[src/rtl/etmt_pkg.sv]
// Shared constants for the event type map table: operation and status codes
// and fixed payload widths. No dependencies.
`default_nettype none

package etmt_pkg;

    localparam int unsigned FUNC_W   = 2;
    localparam int unsigned TYPE_W   = 8;
    localparam int unsigned STATUS_W = 2;

    localparam logic [FUNC_W-1:0] FUNC_INSERT = 2'd0;
    localparam logic [FUNC_W-1:0] FUNC_LOOKUP = 2'd1;
    localparam logic [FUNC_W-1:0] FUNC_CLEAR  = 2'd2;

    localparam logic [STATUS_W-1:0] ST_DONE    = 2'd0;
    localparam logic [STATUS_W-1:0] ST_ALREADY = 2'd1;
    localparam logic [STATUS_W-1:0] ST_FULL    = 2'd2;

endpackage

`default_nettype wire

[src/rtl/event_type_map_table.sv]
// Event type map table: key-to-value map with a direct-mapped fast path and a
// linear scan over all entries. Depends on etmt_pkg.
//
//   channel | direction | handshake                 | payload
//   --------+-----------+---------------------------+---------------------------------
//   in      | sink      | i_in_valid / o_in_ready   | i_func i_remote_type i_server_type
//   out     | source    | o_out_valid / i_out_ready | o_found o_mapped_type o_status
//
// Clear, key zero and unused operations go from idle straight to the result state.
// Home slot decision: the home slot is read in idle and decided in HCHK. Scan: from
// entry zero up, one entry per cycle through the single read port of the entry memory and one key compare.
// Reset clears the valid bits and sets the fast path; no clearing pass.
// A new transaction is taken only in idle; a held result stalls the sequencer
// in its result state but the output register frees the input side.
`default_nettype none

module event_type_map_table #(
    parameter int unsigned ENTRIES  = 16,
    parameter int unsigned KEY_BITS = 8
) (
    input  wire logic                          i_clk,
    input  wire logic                          i_rst_n,
    input  wire logic                          i_in_valid,
    output logic                               o_in_ready,
    input  wire logic [etmt_pkg::FUNC_W-1:0]   i_func,
    input  wire logic [etmt_pkg::TYPE_W-1:0]   i_remote_type,
    input  wire logic [etmt_pkg::TYPE_W-1:0]   i_server_type,
    output logic                               o_out_valid,
    input  wire logic                          i_out_ready,
    output logic                               o_found,
    output logic [etmt_pkg::TYPE_W-1:0]        o_mapped_type,
    output logic [etmt_pkg::STATUS_W-1:0]      o_status
);

    localparam int unsigned TW       = etmt_pkg::TYPE_W;
    localparam int unsigned KW       = (KEY_BITS < TW) ? KEY_BITS : TW;
    localparam int unsigned IDX_W    = $clog2(ENTRIES);
    localparam int unsigned KEY_SPAN = 1 << KW;
    localparam logic [IDX_W-1:0] LAST_IDX = IDX_W'(ENTRIES - 1);

    localparam logic [1:0] S_IDLE = 2'd0;
    localparam logic [1:0] S_HCHK = 2'd1;
    localparam logic [1:0] S_SCAN = 2'd2;
    localparam logic [1:0] S_RES  = 2'd3;

    logic [IDX_W-1:0] home_tab [KEY_SPAN];

    for (genvar k = 0; k < KEY_SPAN; k++) begin : g_home
        assign home_tab[k] = IDX_W'(k % ENTRIES);
    end

    logic [KW+TW-1:0]              r_mem [ENTRIES];
    logic [ENTRIES-1:0]            r_vld, n_vld;
    logic [1:0]                    r_state, n_state;
    logic [etmt_pkg::FUNC_W-1:0]   r_func, n_func;
    logic [KW-1:0]                 r_key, n_key;
    logic [TW-1:0]                 r_val, n_val;
    logic                          r_fast, n_fast;
    logic [IDX_W-1:0]              r_rd_idx;
    logic [KW+TW-1:0]              r_rd_word;
    logic                          r_rd_vld;
    logic                          r_res_found, n_res_found;
    logic [TW-1:0]                 r_res_mapped, n_res_mapped;
    logic [etmt_pkg::STATUS_W-1:0] r_res_status, n_res_status;
    logic                          r_out_valid, n_out_valid;
    logic                          r_out_found;
    logic [TW-1:0]                 r_out_mapped;
    logic [etmt_pkg::STATUS_W-1:0] r_out_status;

    logic [KW-1:0]    in_key;
    logic [IDX_W-1:0] rd_addr;
    logic             wr_en;
    logic [KW-1:0]    rd_key;
    logic [TW-1:0]    rd_val;
    logic             key_eq;
    logic             accept;
    logic             out_free;
    logic             load_out;

    assign in_key   = i_remote_type[KW-1:0];
    assign rd_key   = r_rd_word[KW+TW-1:TW];
    assign rd_val   = r_rd_word[TW-1:0];
    assign key_eq   = r_rd_vld && (rd_key == r_key);
    assign accept   = i_in_valid && o_in_ready;
    assign out_free = !r_out_valid || i_out_ready;
    assign load_out = (r_state == S_RES) && out_free;

    always_comb begin
        n_state      = r_state;
        n_func       = r_func;
        n_key        = r_key;
        n_val        = r_val;
        n_fast       = r_fast;
        n_vld        = r_vld;
        n_res_found  = r_res_found;
        n_res_mapped = r_res_mapped;
        n_res_status = r_res_status;
        rd_addr      = r_rd_idx;
        wr_en        = 1'b0;
        case (r_state)
            S_IDLE: begin
                rd_addr = home_tab[in_key];
                if (accept) begin
                    n_func       = i_func;
                    n_key        = in_key;
                    n_val        = i_server_type;
                    n_res_found  = 1'b0;
                    n_res_mapped = '0;
                    n_res_status = etmt_pkg::ST_DONE;
                    n_state      = S_RES;
                    if ((i_func == etmt_pkg::FUNC_INSERT || i_func == etmt_pkg::FUNC_LOOKUP)
                        && in_key != '0) begin
                        n_state = S_HCHK;
                    end
                    if (i_func == etmt_pkg::FUNC_CLEAR) begin
                        n_vld  = '0;
                        n_fast = 1'b1;
                    end
                end
            end
            S_HCHK: begin
                rd_addr = '0;
                if (r_func == etmt_pkg::FUNC_INSERT) begin
                    if (key_eq && rd_val == r_val) begin
                        n_res_status = etmt_pkg::ST_ALREADY;
                        n_state      = S_RES;
                    end else if (!r_rd_vld) begin
                        wr_en           = 1'b1;
                        n_vld[r_rd_idx] = 1'b1;
                        n_state         = S_RES;
                    end else begin
                        n_fast  = 1'b0;
                        n_state = S_SCAN;
                    end
                end else begin
                    if (r_fast && key_eq) begin
                        n_res_found  = 1'b1;
                        n_res_mapped = rd_val;
                        n_state      = S_RES;
                    end else begin
                        n_state = S_SCAN;
                    end
                end
            end
            S_SCAN: begin
                rd_addr = (r_rd_idx == LAST_IDX) ? '0 : r_rd_idx + 1'b1;
                if (r_func == etmt_pkg::FUNC_INSERT && !r_rd_vld) begin
                    wr_en           = 1'b1;
                    n_vld[r_rd_idx] = 1'b1;
                    n_state         = S_RES;
                end else if (r_func != etmt_pkg::FUNC_INSERT && key_eq) begin
                    n_res_found  = 1'b1;
                    n_res_mapped = rd_val;
                    n_state      = S_RES;
                end else if (r_rd_idx == LAST_IDX) begin
                    if (r_func == etmt_pkg::FUNC_INSERT) begin
                        n_res_status = etmt_pkg::ST_FULL;
                    end
                    n_state = S_RES;
                end
            end
            S_RES: begin
                if (out_free) begin
                    n_state = S_IDLE;
                end
            end
            default: begin
                n_state = S_IDLE;
            end
        endcase
    end

    always_comb begin
        n_out_valid = r_out_valid && !i_out_ready;
        if (load_out) begin
            n_out_valid = 1'b1;
        end
    end

    always_ff @(posedge i_clk) begin
        if (!i_rst_n) begin
            r_state     <= S_IDLE;
            r_vld       <= '0;
            r_fast      <= 1'b1;
            r_out_valid <= 1'b0;
        end else begin
            r_state     <= n_state;
            r_vld       <= n_vld;
            r_fast      <= n_fast;
            r_out_valid <= n_out_valid;
        end
    end

    always_ff @(posedge i_clk) begin
        r_func       <= n_func;
        r_key        <= n_key;
        r_val        <= n_val;
        r_res_found  <= n_res_found;
        r_res_mapped <= n_res_mapped;
        r_res_status <= n_res_status;
        r_rd_idx     <= rd_addr;
        r_rd_vld     <= r_vld[rd_addr];
        if (load_out) begin
            r_out_found  <= r_res_found;
            r_out_mapped <= r_res_mapped;
            r_out_status <= r_res_status;
        end
    end

    always_ff @(posedge i_clk) begin
        if (wr_en) begin
            r_mem[r_rd_idx] <= {r_key, r_val};
        end
        r_rd_word <= r_mem[rd_addr];
    end

    assign o_in_ready    = (r_state == S_IDLE);
    assign o_out_valid   = r_out_valid;
    assign o_found       = r_out_found;
    assign o_mapped_type = r_out_mapped;
    assign o_status      = r_out_status;

endmodule

`default_nettype wire

[config.mk]
export PLATFORM = sky130hd
export DESIGN_NAME = event_type_map_table
export DESIGN_NICKNAME = d
export VERILOG_FILES = /design/src/rtl/etmt_pkg.sv /design/src/rtl/event_type_map_table.sv
export SDC_FILE = /design/constraint.sdc
export NUM_CORES = 1
export LEC_CHECK = 0
export BUFFER_PORTS_ARGS = -buffer_cell sky130_fd_sc_hd__buf_2
export CAP_MARGIN = 20
export CORE_MARGIN = 2
export CORE_UTILIZATION = 30
export CTS_CLUSTER_SIZE = 40
export DETAILED_ROUTE_END_ITERATION = 7
export GPL_TIMING_DRIVEN = 1
export PLACE_DENSITY = 0.48
export RECOVER_POWER = 100
export SLEW_MARGIN = 20
export SYNTH_ARGS = -nofsm -noshare
export SYNTH_HDL_FRONTEND = slang
export SYNTH_SLANG_ARGS = --single-unit
export TNS_END_PERCENT = 100
[constraint.sdc]
create_clock -name i_clk -period 9.1 [get_ports i_clk]
set_input_delay 1.82 -clock i_clk [delete_from_list [all_inputs] [get_ports i_clk]]
set_output_delay 1.82 -clock i_clk [all_outputs]
set_load 0.05 [all_outputs]
======== Word-level counts from Yosys, hierarchy flattened ========
Memory sizes are Yosys's and may differ from the RTL's. A register that Yosys moved wholly into a read port is not among the register bits.
Index checks and enable logic that the tools add are counted.
word-level totals
  register bits ........................... 65
  bits in writable memories ............... 256
  logic and storage cells ................. 137
  output and inout port bits .............. 13
  memory bits (read-only) ................. 1,024
  memories ................................ 2
  bits of input ports ..................... 22
cells by class
  order comparisons ....................... 4
  equality and inequality tests ........... 25
  $add $sub $neg .......................... 1
  mux-type cells .......................... 60
  reduce and logical (&&, ||, !) cells .... 28
  bitwise gates (word level) .............. 2
memory list
  name              words  bits a word  rd ports  clocked after Yosys merged registers in  write ports  RTL line                     text
  (name not given)  256    4            1         0                                        0            event_type_map_table.sv:102  rd_addr = home_tab[in_key];
  r_mem             16     16           1         1                                        1            event_type_map_table.sv:52   logic [KW+TW-1:0] r_mem [ENTRIES];
operators with widths
  cell                 count
  $mux 16              6
  $pmux 16 s3          1
  $mux 8               5
  $mux 2               14
  $ne 2x2->1 const B   14
  $pmux 8 s3           1
  $mux 1               22
  $eq 8x8->1           2
  $or 16x16->16        1
  $mux 4               3
  $pmux 4 s3           1
  $reduce_and 6->1     2
  $logic_and 1x1->1    10
  $lt 4x5->1 const B   2
  $ge 9x9->1 const B   1
  $not 8->9            1
  $pmux 2 s4           1
  $reduce_and 8->1     1
  $reduce_bool 8->1    1
  $reduce_and 7->1     1
  $eq 2x2->1 const B   3
  $logic_not 2->1      3
  $pmux 2 s3           1
  $add 4x1->4 const B  1
  other kinds (15)     22

======== Longest topological paths before layout ========
  depth after elaboration ................. 9
  depth in mapped cells ................... 13
  depth with buffers taken out ............ 9

======== Worst setup path after synthesis ========
Ideal clock, no wire load.
  path kind ............................... input -> register
  from .................................... in i_remote_type[1] (netlist bit)
  to ...................................... reg r_rd_word[3], read port of r_mem
  cell stages on the path ................. 8
  path slack .............................. 5.925 ns
  required time ........................... 8.974 ns
  arrival time ............................ 3.050 ns
  path buffers ............................ 2
  library setup time ...................... 0.126 ns
  cells stage by stage .................... a221o_1 -> clkbuf_2 -> clkbuf_1 -> and3_1 -> a211oi_1 -> a31oi_1 -> o22ai_1 -> a31oi_1
on the way
  word-level cells in the longest chain between the ends .. 5
RTL lines
  element                                    RTL line                     text
  from (decl)                                event_type_map_table.sv:26   input wire logic [etmt_pkg::TYPE_W-1:0] i_remote_type,
  $not 8->9 (implied by the code)            event_type_map_table.sv:102
  $mem_v2 256x4                              -
  $mux 4 (implied by the code) (2 in a row)  event_type_map_table.sv:102
  $pmux 4 s3                                 event_type_map_table.sv:100  case (r_state)
  to (decl)                                  event_type_map_table.sv:60   logic [KW+TW-1:0] r_rd_word;
Every way passes these cells. The select of a mux whose other input is x is not followed.
A chain may end at the register's enable or synchronous reset.

======== Final worst setup path ========
  from .................................... reg r_rd_idx[1]
  to ...................................... reg r_rd_word[2], read port of r_mem
on the way
  word-level cells in the longest chain between the ends .. 3
  elaborated cells on any way between the ends .. 4
  those cells by class .................... add/sub (1); eq/ne (1); mux (2)
RTL lines
  element                                           RTL line                     text
  from (decl)                                       event_type_map_table.sv:59   logic [IDX_W-1:0] r_rd_idx;
  from (signal assigned)                            event_type_map_table.sv:201  r_rd_idx <= rd_addr;
  $add 4x1->4 / $eq 4x4->1 (equally long branches)  event_type_map_table.sv:146  rd_addr = (r_rd_idx == LAST_IDX) ? '0 : r_rd_idx + 1'b1;
  $mux 4                                            event_type_map_table.sv:146
  $pmux 4 s3 *                                      event_type_map_table.sv:100
Mark *: on every way between the ends. The rest lies on a longest branch, timed or not.

==> results.cfg <==
[status]
status = finished with violations
violations = capacitance limit, slew limit

[worst_setup_path]
critPathKind = register to register
max_stage_delay_ps = 1940
path_max_fanout = 43
arrival_ps = 6500
worstPathCellList = clkbuf_1, inv_1, ha_1, a221o_1, buf_4, nand2_1, inv_1, buf_4, nand2_1, a31oi_1, o22ai_1, a31oi_1
cpMaxStageDelayCell = clkbuf_1
required_ps = 9530
cp-start-kind = register
end_kind = register

[routing]
routedWlPerCell_um = 22.81
postRouteAntennaNets = 0
dr.pass1.iters = 7
first_iter_violations = 1010
dr_total_vias = 8975
drt-total-wl_um = 38280
avgViaCountPerCell = 5.349
drc_errors = 0

[clocking]
cts_buffer_depth = 3
htreeDepth = 2
cts-root-buf = clkbuf_16
clk_latency_ps = 540
clkSinkCount = 337
cts_resized = 0
cts_setup_buffers = 0
clkSlewWorstSetupHoldPaths_ps = 60
cts_tree = built
cts_hold_buf = 0
cts_buffers = 37

[timing]
relSlewSlack = -1.399
hold_viol = 0
finalCriticalPeriod_ps = 6063
rsz0062_at_grt = false
fmax_mhz = 164.9
setup_viol_count_final = 0
setup_ws_ps = 3037
slew_violations = 289
skew_ps = 18.51
finalSetupTns_ps = 0
worstMarginPinSlew_ps = 3598
fin_crit_sh = 0.6663

[global_route]
grt_pass1_wl_um = 57430
grt_pass1_vias = 8926
grt_overflow = 0
grt_antenna_before_repair = 5
grt_max_degree = 66
grt_use_total = 0.1540

[layout]
finalNetCount = 1075
final_area_um2 = 15940
fill_cells = 4504
drive_gt1_frac = 0.1327
area_growth_pct = 12.56
final_util = 0.3424

[synthesis]
seq_area_frac_synth = 0.6856
async_reset_ff_frac = 0
yosysWarnings = 0
ys_ff_latch = 337
synth_edf_count = 296
synth_cell_type_count = 52
avgSynthCellArea_um2 = 13.91
synth_nets = 1050
synth_ff_type = edfxtp_1
syn_area_um2 = 14160
synthCells = 1018

[floorplan]
fp.dieH_um = 221.3
ios = 35
placementRows = 79
die_x_um = 221.3
coreArea_um2 = 46560
die_area_um2 = 48960
start_util = 0.3042

[power]
peakVddDrop_mv = 0.1878
p_int_mw = 3.295
pwr-share-seq = 0.391
power_density_nw_per_um2 = 328.2
power.total_mw = 5.232
p_clk_frac = 0.265
p_sw_mw = 1.937
p_leak_nw = 5.108
comb_power_share = 0.344
switching_share = 0.3703

[hold_path]
worstHoldPathType = register to register

[placed_design]
dp_slack_ps = 4683
hpwl_um = 22320
portBuffers = 34
postPlaceCellArea_um2 = 15020
finalWeightedCongestion = 0.7835

[run]
cap_violations = 11
-- through the flow --
step / hold slack (ps) / cells
after floorplan: 400.3 / 1018
after global placement: 402.1 / 1611
after detailed placement: 404.5 / 1611
after CTS: 418.0 / 1677
after global routing: 425.9 / 1677
final: 417.0 / 1678
-- logic make-up after synthesis --
logic type,count (synthesis),share of synthesized area
compound gates,210,0.1135
xor+xnor,16,0.009895
fa+ha+maj,10,0.008835
buf+inv,83,0.02845
flops,337,0.6856
mux,68,0.05857
simple gates,294,0.09515
-- placed cells by master (no fill, tap or decap), drive strengths merged, types with 10 or more instances in the layout --
| cell | n |
|---|---|
| edfxtp | 296 |
| nand2 | 143 |
| clkbuf | 90 |
| mux2 | 63 |
| a222oi | 58 |
| a31oi | 45 |
| dfxtp | 41 |
| nor2 | 38 |
| nand3 | 36 |
| a211oi | 32 |
| and3 | 30 |
| a21oi | 27 |
| buf | 18 |
| o22ai | 16 |
| xnor2 | 16 |
| clkinv | 14 |
| inv | 12 |
| o21ai | 11 |
| ha | 10 |
-- routing by layer --
layer	share of wire	track usage	vias up	routed length [um]
li1	-	-	4061	-
met1	0.45	0.2119	4571	17130
met2	0.47	0.2494	293	18140
met3	0.059	0.02895	50	2270
met4	0.019	0.04048	0	743
met5	0	0	-	0
-- area by class of cell --
cell class,instances,area [um2],area share
tap,607,759.5,0.04764
sequential,337,9711,0.6091
multi-input combinational,598,4079,0.2559
inverter,9,33.78,0.002119
clock buffer,48,967.2,0.06067
clock inverter,18,121.4,0.007613
antenna,1,2.502,0.0001570
timing repair buffer,60,267.8,0.01680
-- sequential cells by signal, indices dropped and copies added, names as in the netlist --
signal	cells
o_found	1
o_mapped_type	8
o_out_valid	1
o_status	2
r_fast	1
r_func	2
r_key	8
r_mem	256
r_rd_idx	4
r_rd_vld	1
r_rd_word	16
r_res_found	1
r_res_mapped	8
r_res_status	2
r_state	2
r_val	8
r_vld	16
-- cell usage after synthesis, types with 9 or more instances --
master	count	area, um2
clkbuf_1	33	123.9
xnor2_1	16	140.1
nand3_1	36	180.2
nor2b_1	9	56.30
a31oi_1	45	281.5
a222oi_1	58	580.6
a21oi_1	26	130.1
nand2_1	143	536.8
and3_1	29	181.4
o22ai_1	16	100.1
mux2_2	63	709.4
a211oi_1	32	240.2
and2_1	9	56.30
nor2_1	38	142.6
o21ai_0	11	55.05
ha_1	10	125.1
edfxtp_1	296	8889
nor3_1	9	45.04
buf_2	27	135.1
dfxtp_1	41	820.8
-- critical path: cells and delay by family, from the launching register on --
family                     cells  cell delay [ps]
buffers and inverters          5             3550
AOI/OAI and AO/OA              4              820
DFF                            1              760
adders and majority gates      1              550
and+or+nand+nor                2              210
-- final timing paths --
path / from / end / slack [ps] / depth (start not counted)
setup reg to reg: r_rd_idx[1] / r_rd_word[2] / 3040 / 12
hold reg to reg: r_res_found / o_found / 420 / 0
hold / removal: r_res_found / o_found / 420 / 0
setup / recovery: r_rd_idx[1] / r_rd_word[2] / 3040 / 12
-- power groups by stage --
stage               combinational, mW  clock [mW]  sequential [mW]
finish                           1.80        1.39             2.05
floorplan                        1.36           0             1.99
CTS                              1.84        1.42             2.05
detailed placement               1.84           0             2.08
global placement                 1.83           0             2.08
global route                     1.99        1.48             2.07
Power figures use the tool's default switching activity.
